**src/rtl/kms_pkg.sv**
```systemverilog
// Package: command codes, key map and helpers for the keypad matrix scanner.
package kms_pkg;

    localparam int unsigned NumCols = 4;
    localparam int unsigned NumRows = 4;
    localparam int unsigned NumKeys = NumCols * NumRows;
    localparam int unsigned ColW    = $clog2(NumCols);
    localparam int unsigned RowW    = $clog2(NumRows);
    localparam int unsigned KeyW    = $clog2(NumKeys);
    localparam int unsigned CodeW   = 8;

    localparam logic CMD_ADVANCE = 1'b0;
    localparam logic CMD_SAMPLE  = 1'b1;

    localparam logic [ColW-1:0] COL_RESET = ColW'(NumCols - 1);

    typedef logic [CodeW-1:0] key_code_t;

    localparam key_code_t KEY_MAP [NumKeys] = '{
        8'h44, 8'h43, 8'h42, 8'h41,   // D C B A
        8'h23, 8'h39, 8'h36, 8'h33,   // # 9 6 3
        8'h30, 8'h38, 8'h35, 8'h32,   // 0 8 5 2
        8'h2A, 8'h37, 8'h34, 8'h31    // * 7 4 1
    };

    function automatic key_code_t key_code_of(input logic [KeyW-1:0] idx);
        return KEY_MAP[idx];
    endfunction

    function automatic logic [NumCols-1:0] drive_of(input logic [ColW-1:0] col);
        logic [NumCols-1:0] d;
        d = '0;
        d[col] = 1'b1;
        return d;
    endfunction

endpackage

```
**src/rtl/kms_in_if.sv**
```systemverilog
// Interface: command channel into the keypad matrix scanner.
interface kms_in_if
    import kms_pkg::*;
();
    logic                valid;
    logic                ready;
    logic                cmd;
    logic [NumRows-1:0]  row_bits;

    modport source (output valid, output cmd, output row_bits, input ready);
    modport sink   (input valid, input cmd, input row_bits, output ready);
endinterface

```
**src/rtl/kms_out_if.sv**
```systemverilog
// Interface: event channel out of the keypad matrix scanner.
interface kms_out_if
    import kms_pkg::*;
();
    logic                valid;
    logic                ready;
    logic [NumCols-1:0]  column_drive;
    logic                event_valid;
    logic                pressed;
    key_code_t           key_code;
    logic                last;

    modport source (output valid, output column_drive, output event_valid,
                    output pressed, output key_code, output last, input ready);
    modport sink   (input valid, input column_drive, input event_valid,
                    input pressed, input key_code, input last, output ready);
endinterface

```
**src/rtl/keypad_matrix_scanner_unit.sv**
```systemverilog
// Top level: 4x4 keypad matrix scanner with pending-row queue and output register.
//
//  channel | dir | payload                                         | word accepted
//  scan    | in  | cmd, row_bits                                   | valid && ready
//  evt     | out | column_drive, event_valid, pressed, key_code, last | valid && ready
//
// An advance gives one word; a sample gives one word per changed row (0..4), issued
// one per cycle unless evt stalls, from the pending row mask to the output register.
// Flags and column update when the command word is accepted.
// Reset clears the key flags, column-active flag, pending work and output valid.
// A stall on evt holds the output word; scan is refused while earlier work
// still pends, except in the cycle its final word is issued.
module keypad_matrix_scanner_unit
    import kms_pkg::*;
(
    input  logic          clk,
    input  logic          rst_n,
    kms_in_if.sink        scan,
    kms_out_if.source     evt
);

    logic [ColW-1:0]     column_index_reg, column_index_next;
    logic                column_active_reg, column_active_next;
    logic [NumKeys-1:0]  key_down_reg, key_down_next;

    logic                pend_adv_reg, pend_adv_next;
    logic [NumRows-1:0]  pend_mask_reg, pend_mask_next;
    logic [NumRows-1:0]  pend_level_reg, pend_level_next;
    logic [ColW-1:0]     pend_col_reg, pend_col_next;

    logic                out_valid_reg, out_valid_next;
    logic [NumCols-1:0]  out_drive_reg, out_drive_next;
    logic                out_event_reg, out_event_next;
    logic                out_pressed_reg, out_pressed_next;
    key_code_t           out_code_reg, out_code_next;
    logic                out_last_reg, out_last_next;

    logic                busy;
    logic                out_load;
    logic                final_issue;
    logic                accept;
    logic [RowW-1:0]     row_sel;
    logic [NumRows-1:0]  mask_rest;
    logic [NumRows-1:0]  cur_flags;

    assign busy        = pend_adv_reg || (pend_mask_reg != '0);
    assign out_load    = busy && (!out_valid_reg || evt.ready);
    assign mask_rest   = pend_mask_reg & (pend_mask_reg - NumRows'(1));
    assign final_issue = out_load && (pend_adv_reg || (mask_rest == '0));
    assign scan.ready  = !busy || final_issue;
    assign accept      = scan.valid && scan.ready;
    assign cur_flags   = key_down_reg[{column_index_reg, {RowW{1'b0}}} +: NumRows];

    always_comb
    begin
        row_sel = '0;
        for (int r = NumRows - 1; r >= 0; r--)
        begin
            if (pend_mask_reg[r])
            begin
                row_sel = RowW'(r);
            end
        end
    end

    always_comb
    begin
        column_index_next  = column_index_reg;
        column_active_next = column_active_reg;
        key_down_next      = key_down_reg;
        pend_adv_next      = pend_adv_reg;
        pend_mask_next     = pend_mask_reg;
        pend_level_next    = pend_level_reg;
        pend_col_next      = pend_col_reg;

        if (out_load)
        begin
            pend_adv_next  = 1'b0;
            pend_mask_next = pend_adv_reg ? '0 : mask_rest;
        end

        if (accept)
        begin
            case (scan.cmd)
                CMD_ADVANCE:
                begin
                    column_index_next  = column_index_reg + ColW'(1);
                    column_active_next = 1'b1;
                    pend_adv_next      = 1'b1;
                    pend_mask_next     = '0;
                    pend_col_next      = column_index_reg + ColW'(1);
                end
                CMD_SAMPLE:
                begin
                    pend_adv_next = 1'b0;
                    if (column_active_reg)
                    begin
                        pend_mask_next  = scan.row_bits ^ cur_flags;
                        pend_level_next = scan.row_bits;
                        pend_col_next   = column_index_reg;
                        key_down_next[{column_index_reg, {RowW{1'b0}}} +: NumRows] =
                            scan.row_bits;
                    end
                    else
                    begin
                        pend_mask_next = '0;
                    end
                end
                default:
                begin
                    pend_adv_next = 1'b0;
                end
            endcase
        end
    end

    always_comb
    begin
        out_valid_next   = out_valid_reg && !evt.ready;
        out_drive_next   = out_drive_reg;
        out_event_next   = out_event_reg;
        out_pressed_next = out_pressed_reg;
        out_code_next    = out_code_reg;
        out_last_next    = out_last_reg;
        if (out_load)
        begin
            out_valid_next = 1'b1;
            out_drive_next = drive_of(pend_col_reg);
            if (pend_adv_reg)
            begin
                out_event_next   = 1'b0;
                out_pressed_next = 1'b0;
                out_code_next    = '0;
                out_last_next    = 1'b1;
            end
            else
            begin
                out_event_next   = 1'b1;
                out_pressed_next = pend_level_reg[row_sel];
                out_code_next    = key_code_of({pend_col_reg, row_sel});
                out_last_next    = (mask_rest == '0);
            end
        end
    end

    always_ff @(posedge clk or negedge rst_n)
    begin
        if (!rst_n)
        begin
            column_index_reg  <= COL_RESET;
            column_active_reg <= 1'b0;
            key_down_reg      <= '0;
            pend_adv_reg      <= 1'b0;
            pend_mask_reg     <= '0;
            out_valid_reg     <= 1'b0;
        end
        else
        begin
            column_index_reg  <= column_index_next;
            column_active_reg <= column_active_next;
            key_down_reg      <= key_down_next;
            pend_adv_reg      <= pend_adv_next;
            pend_mask_reg     <= pend_mask_next;
            out_valid_reg     <= out_valid_next;
        end
    end

    always_ff @(posedge clk)
    begin
        pend_level_reg  <= pend_level_next;
        pend_col_reg    <= pend_col_next;
        out_drive_reg   <= out_drive_next;
        out_event_reg   <= out_event_next;
        out_pressed_reg <= out_pressed_next;
        out_code_reg    <= out_code_next;
        out_last_reg    <= out_last_next;
    end

    assign evt.valid        = out_valid_reg;
    assign evt.column_drive = out_drive_reg;
    assign evt.event_valid  = out_event_reg;
    assign evt.pressed      = out_pressed_reg;
    assign evt.key_code     = out_code_reg;
    assign evt.last         = out_last_reg;

    a_drive_onehot: assert property (@(posedge clk) disable iff (!rst_n)
        evt.valid |-> $onehot(evt.column_drive))
        else $error("column drive not one-hot");

    a_adv_last: assert property (@(posedge clk) disable iff (!rst_n)
        (evt.valid && !evt.event_valid) |-> evt.last)
        else $error("advance word not marked last");

    a_more_pending: assert property (@(posedge clk) disable iff (!rst_n)
        (evt.valid && evt.ready && !evt.last) |-> busy)
        else $error("word without last but nothing pending");

    a_adv_queued: assert property (@(posedge clk) disable iff (!rst_n)
        (accept && scan.cmd == CMD_ADVANCE) |=> (pend_adv_reg && column_active_reg))
        else $error("advance not queued");

    a_mask_active: assert property (@(posedge clk) disable iff (!rst_n)
        (pend_mask_reg != '0) |-> (column_active_reg && !pend_adv_reg))
        else $error("row events pending without a driven column");

endmodule
```
**src/flat_wrapper.sv**
```systemverilog
// flat-port wrapper written by rule: the top's interface ports become plain ports
module keypad_matrix_scanner_unit_flat import kms_pkg::*;
  (clk, rst_n, scan_valid, scan_cmd, scan_row_bits, scan_ready, evt_valid, evt_column_drive, evt_event_valid, evt_pressed, evt_key_code, evt_last, evt_ready);
  kms_in_if scan_i ();
  kms_out_if evt_i ();
  input  logic clk;
  input  logic rst_n;
  input wire logic [$bits(scan_i.valid)-1:0] scan_valid;
  input wire logic [$bits(scan_i.cmd)-1:0] scan_cmd;
  input wire logic [$bits(scan_i.row_bits)-1:0] scan_row_bits;
  output wire logic [$bits(scan_i.ready)-1:0] scan_ready;
  output wire logic [$bits(evt_i.valid)-1:0] evt_valid;
  output wire logic [$bits(evt_i.column_drive)-1:0] evt_column_drive;
  output wire logic [$bits(evt_i.event_valid)-1:0] evt_event_valid;
  output wire logic [$bits(evt_i.pressed)-1:0] evt_pressed;
  output wire logic [$bits(evt_i.key_code)-1:0] evt_key_code;
  output wire logic [$bits(evt_i.last)-1:0] evt_last;
  input wire logic [$bits(evt_i.ready)-1:0] evt_ready;
  assign scan_i.valid = scan_valid;
  assign scan_i.cmd = scan_cmd;
  assign scan_i.row_bits = scan_row_bits;
  assign scan_ready = scan_i.ready;
  assign evt_valid = evt_i.valid;
  assign evt_column_drive = evt_i.column_drive;
  assign evt_event_valid = evt_i.event_valid;
  assign evt_pressed = evt_i.pressed;
  assign evt_key_code = evt_i.key_code;
  assign evt_last = evt_i.last;
  assign evt_i.ready = evt_ready;
  keypad_matrix_scanner_unit u_core (.clk(clk), .rst_n(rst_n), .scan(scan_i), .evt(evt_i));
endmodule
```
**config.mk**
```make
export PLATFORM = sky130hd
export DESIGN_NAME = keypad_matrix_scanner_unit_flat
export DESIGN_NICKNAME = d
export VERILOG_FILES = /design/src/rtl/kms_pkg.sv /design/src/rtl/kms_in_if.sv /design/src/rtl/kms_out_if.sv /design/src/rtl/keypad_matrix_scanner_unit.sv /design/src/flat_wrapper.sv
export SDC_FILE = /design/constraint.sdc
export NUM_CORES = 1
export LEC_CHECK = 0
export ABC_CLOCK_PERIOD_IN_PS = 4900
export BUFFER_PORTS_ARGS = -buffer_cell sky130_fd_sc_hd__buf_2
export CAP_MARGIN = 20
export CORE_MARGIN = 2
export CORE_UTILIZATION = 40
export DETAILED_ROUTE_END_ITERATION = 7
export HOLD_SLACK_MARGIN = 0.12
export MAX_ROUTING_LAYER = met4
export PLACE_DENSITY_LB_ADDON = 0.08
export SYNTH_ARGS = -nofsm -noshare
export SYNTH_HDL_FRONTEND = slang
export SYNTH_SLANG_ARGS = --single-unit
```
**constraint.sdc**
```tcl
create_clock -name clk -period 4.9 [get_ports clk]
set_input_delay 0.49 -clock clk [delete_from_list [all_inputs] [get_ports clk]]
set_output_delay 0.49 -clock clk [all_outputs]
set_load 0.05 [all_outputs]
```
==> results.tsv <==
stage	metric	value	unit
clock_tree	CTS tree	done	
synthesis	Post-Syn Instances	202	
routing	ANT nets after route	0	
critical_path	worst path required time	4.41	ns
timing	Max Clock Skew	0.00460	ns
timing	Slew @ Worst Pin	0.602	ns
placement	routability congestion estimate	0.805	
clock_tree	CTS resizes	0	
floorplanning	Die ar.	0.00670	mm²
placement	dpl ws	2.70	ns
critical_path	crit-path cells	or4_4 -> o32a_4 -> nand2_1 -> buf_2	
grt	vias in the first global route	1591	
clock_tree	Sink Count	45	
grt	global-route layer with the greatest usage	met2	
grt	initial antenna violation count	0	
timing	slew margin rel.	59.5	%
grt	largest net degree at the start of global routing	26	
critical_path	critical path launch point type	register	
timing	PnR worst setup slack	2.40	ns
routing	vias per cell	4.83	
clock_tree	number of buffers created by CTS	5	
timing	Fin Setup TNS	0	ns
routing	Pre-antenna DRT Iters	4	
synthesis	Syn. warnings	0	
final_layout	nets	250	
critical_path	CP max stage delay	0.57	ns
final_layout	ant diodes	0	
synthesis	Synth Cell Area	0.00243	mm²
routing	drt initial violations	45	
floorplanning	Core Region	0.00589	mm²
clock_tree	# hold bufs at CTS	0	
grt	met2 Track Usage GR	28.1	%
critical_path	crit path kind	register to output port	
flow_run	total of max-cap violations	0	
synthesis	Seq/Total Area, Yosys	50.6	%
timing	Setup Viol. Count Final	0	
placement	HPWL Detailed	3360	µm
floorplanning	starting density of the core	41.2	%
timing	RSZ-0062 raised after global routing	false	
floorplanning	row count	28	
critical_path	CP delay by family, top	simple AND/OR/NAND/NOR gates	
final_layout	area added between synthesis and finish	12.5	%
clock_tree	CTS max path bufs	2	
grt	first-pass GRT wire length	7580	µm
clock_tree	Clk Latency, worst-skew pair	0.30	ns
floorplanning	Die Y	81.9	µm
routing	Detailed Route WL	4390	µm
critical_path	CP max stage cell	or4_4	
routing	DR vias	1473	
synthesis	Synth Net Count	223	
synthesis	Synth Area per Inst	12.0	µm²
timing	post-layout minimum cycle time	2.50	ns
final_layout	fraction of layout cells with a size suffix above 1	23.9	%
routing	DRC	0	
critical_path	CP max FO	7	
outcome	status	finished clean	
final_layout	Largest register FFs	16	
timing	Tcrit/Tclk final	51.1	%
clock_tree	Worst-path clk slew	0.08	ns
grt	gr ovfl total	0	
critical_path	CP Buf/Inv Count	1	
final_layout	FILL cells	568	
timing	fmax	400	MHz
critical_path	Worst R2R Setup Slack	2.71	ns
clock_tree	Root Buffer	clkbuf_8	
critical_path	Setup crit end kind	output port	
synthesis	Yosys cell types	38	
min_path	Hold WC Path Type	primary input to async pin	
final_layout	fin area	0.00273	mm²
routing	WL per Instance	14.4	µm
timing	Final Hold Fails	0	
synthesis	Synth Register Bits	45	
placement	Area after DPL	0.00262	mm²
grt	met1 GRT Util	17.2	%
clock_tree	H-tree level count	2	
floorplanning	I/O pins	26	
critical_path	worst endpoint data arrival time	2.01	ns
final_layout	most frequent cells in the layout	25 x inv_1, 25 x nand2_1, 24 x buf_2	
clock_tree	# Post-CTS Setup Buffers	0	
grt	GRT Resource Usage Total	15.6	%
placement	Port Buffers	24	
grt	Global Route met3 Usage	3.63	%
timing	Max Slew Vio Count	0	
floorplanning	chip width	81.9	µm
==> cells in the mapped netlist (all sizes together) <==
library cell / number / area (µm²)
nor2: 9 / 33.8
o21ai: 8 / 51.3
or4: 1 / 11.3
ha: 12 / 150
a21boi: 1 / 18.8
dfstp: 2 / 52.6
a211oi: 1 / 7.51
xnor2: 2 / 17.5
nor3b: 3 / 22.5
a21o: 1 / 8.76
o32a: 1 / 22.5
a22oi: 1 / 7.51
inv: 25 / 93.8
buf: 2 / 12.5
nand2: 25 / 93.8
mux2: 3 / 37.5
a22o: 4 / 36.3
edfxtp: 20 / 601
nor2b: 4 / 25.0
o21a: 1 / 7.51
or2: 2 / 12.5
clkbuf: 3 / 11.3
mux4: 6 / 135
nor3: 4 / 20.0
mux2i: 17 / 170
and3: 2 / 12.5
maj3: 1 / 10.0
xor2: 4 / 35.0
a21oi: 7 / 91.3
nand2b: 3 / 18.8
and2: 3 / 18.8
conb: 1 / 3.75
dfrtp: 23 / 576
==> stage by stage <==
| step | util, % | hold slack [ns] | cells |
|---|---|---|---|
| CTS | 46.3 | 0.195 | 304 |
| floorplan | - | 0.194 | 202 |
| global route | 46.4 | 0.216 | 305 |
| finish | 46.4 | 0.182 | 305 |
| global placement | 44.5 | 0.460 | 296 |
| detailed placement | 44.5 | 0.470 | 296 |
==> cells by family after synthesis <==
logic type,count (synthesis),share of synthesized area [%]
AND/OR/NAND/NOR,56,11.1
other,1,0.155
multiplexers,26,14.1
AO/OA/AOI/OAI,25,10.4
XOR/XNOR,6,2.17
flip-flops,45,50.6
buffers and inverters,30,4.85
adder cells (fa/ha/maj),13,6.60
==> worst reg2reg max path, stage by stage (launching register included) <==
cell	delay (ns)
dfrtp_1	0.46
nor2b_1	0.18
o21a_1	0.26
inv_1	0.14
ha_1	0.31
mux4_2	0.45
and2_1	0.16
==> area by class of cell <==
type / count / area, µm² / area share, %
multi-input combinational: 127 / 1080 / 39.6
sequential: 45 / 1230 / 45.0
timing repair buffer: 25 / 128 / 4.67
inverter: 25 / 93.8 / 3.44
tap: 75 / 93.8 / 3.44
clock inverter: 2 / 33.8 / 1.24
clock buffer: 6 / 72.6 / 2.66
==> path summary, 6_finish.rpt <==
kind | startpoint | end | cells after the start
min in group clk | scan_row_bits[2] | u_core.pend_level_reg[2] | 1
setup reg to reg | u_core.pend_mask_reg[3] | u_core.evt.key_code[1] | 6
setup / recovery | u_core.pend_mask_reg[1] | scan_ready | 4
hold reg to reg | u_core.column_active_reg | u_core.column_active_reg | 1
max in group asynchronous | rst_n | u_core.pend_mask_reg[1] | 1
hold / removal | rst_n | u_core.column_active_reg | 1
==> per-layer routing <==
| metal | wire length [µm] | part of all wire (%) |
|---|---|---|
| met1 | 1850 | 42 |
| met2 | 2370 | 54 |
| met3 | 136 | 3.1 |
| met4 | 36 | 0.82 |
| met5 | 0 | 0 |
Power is not shown: default switching activity piles up to over one toggle a cycle in this logic, so the estimate is an artifact.
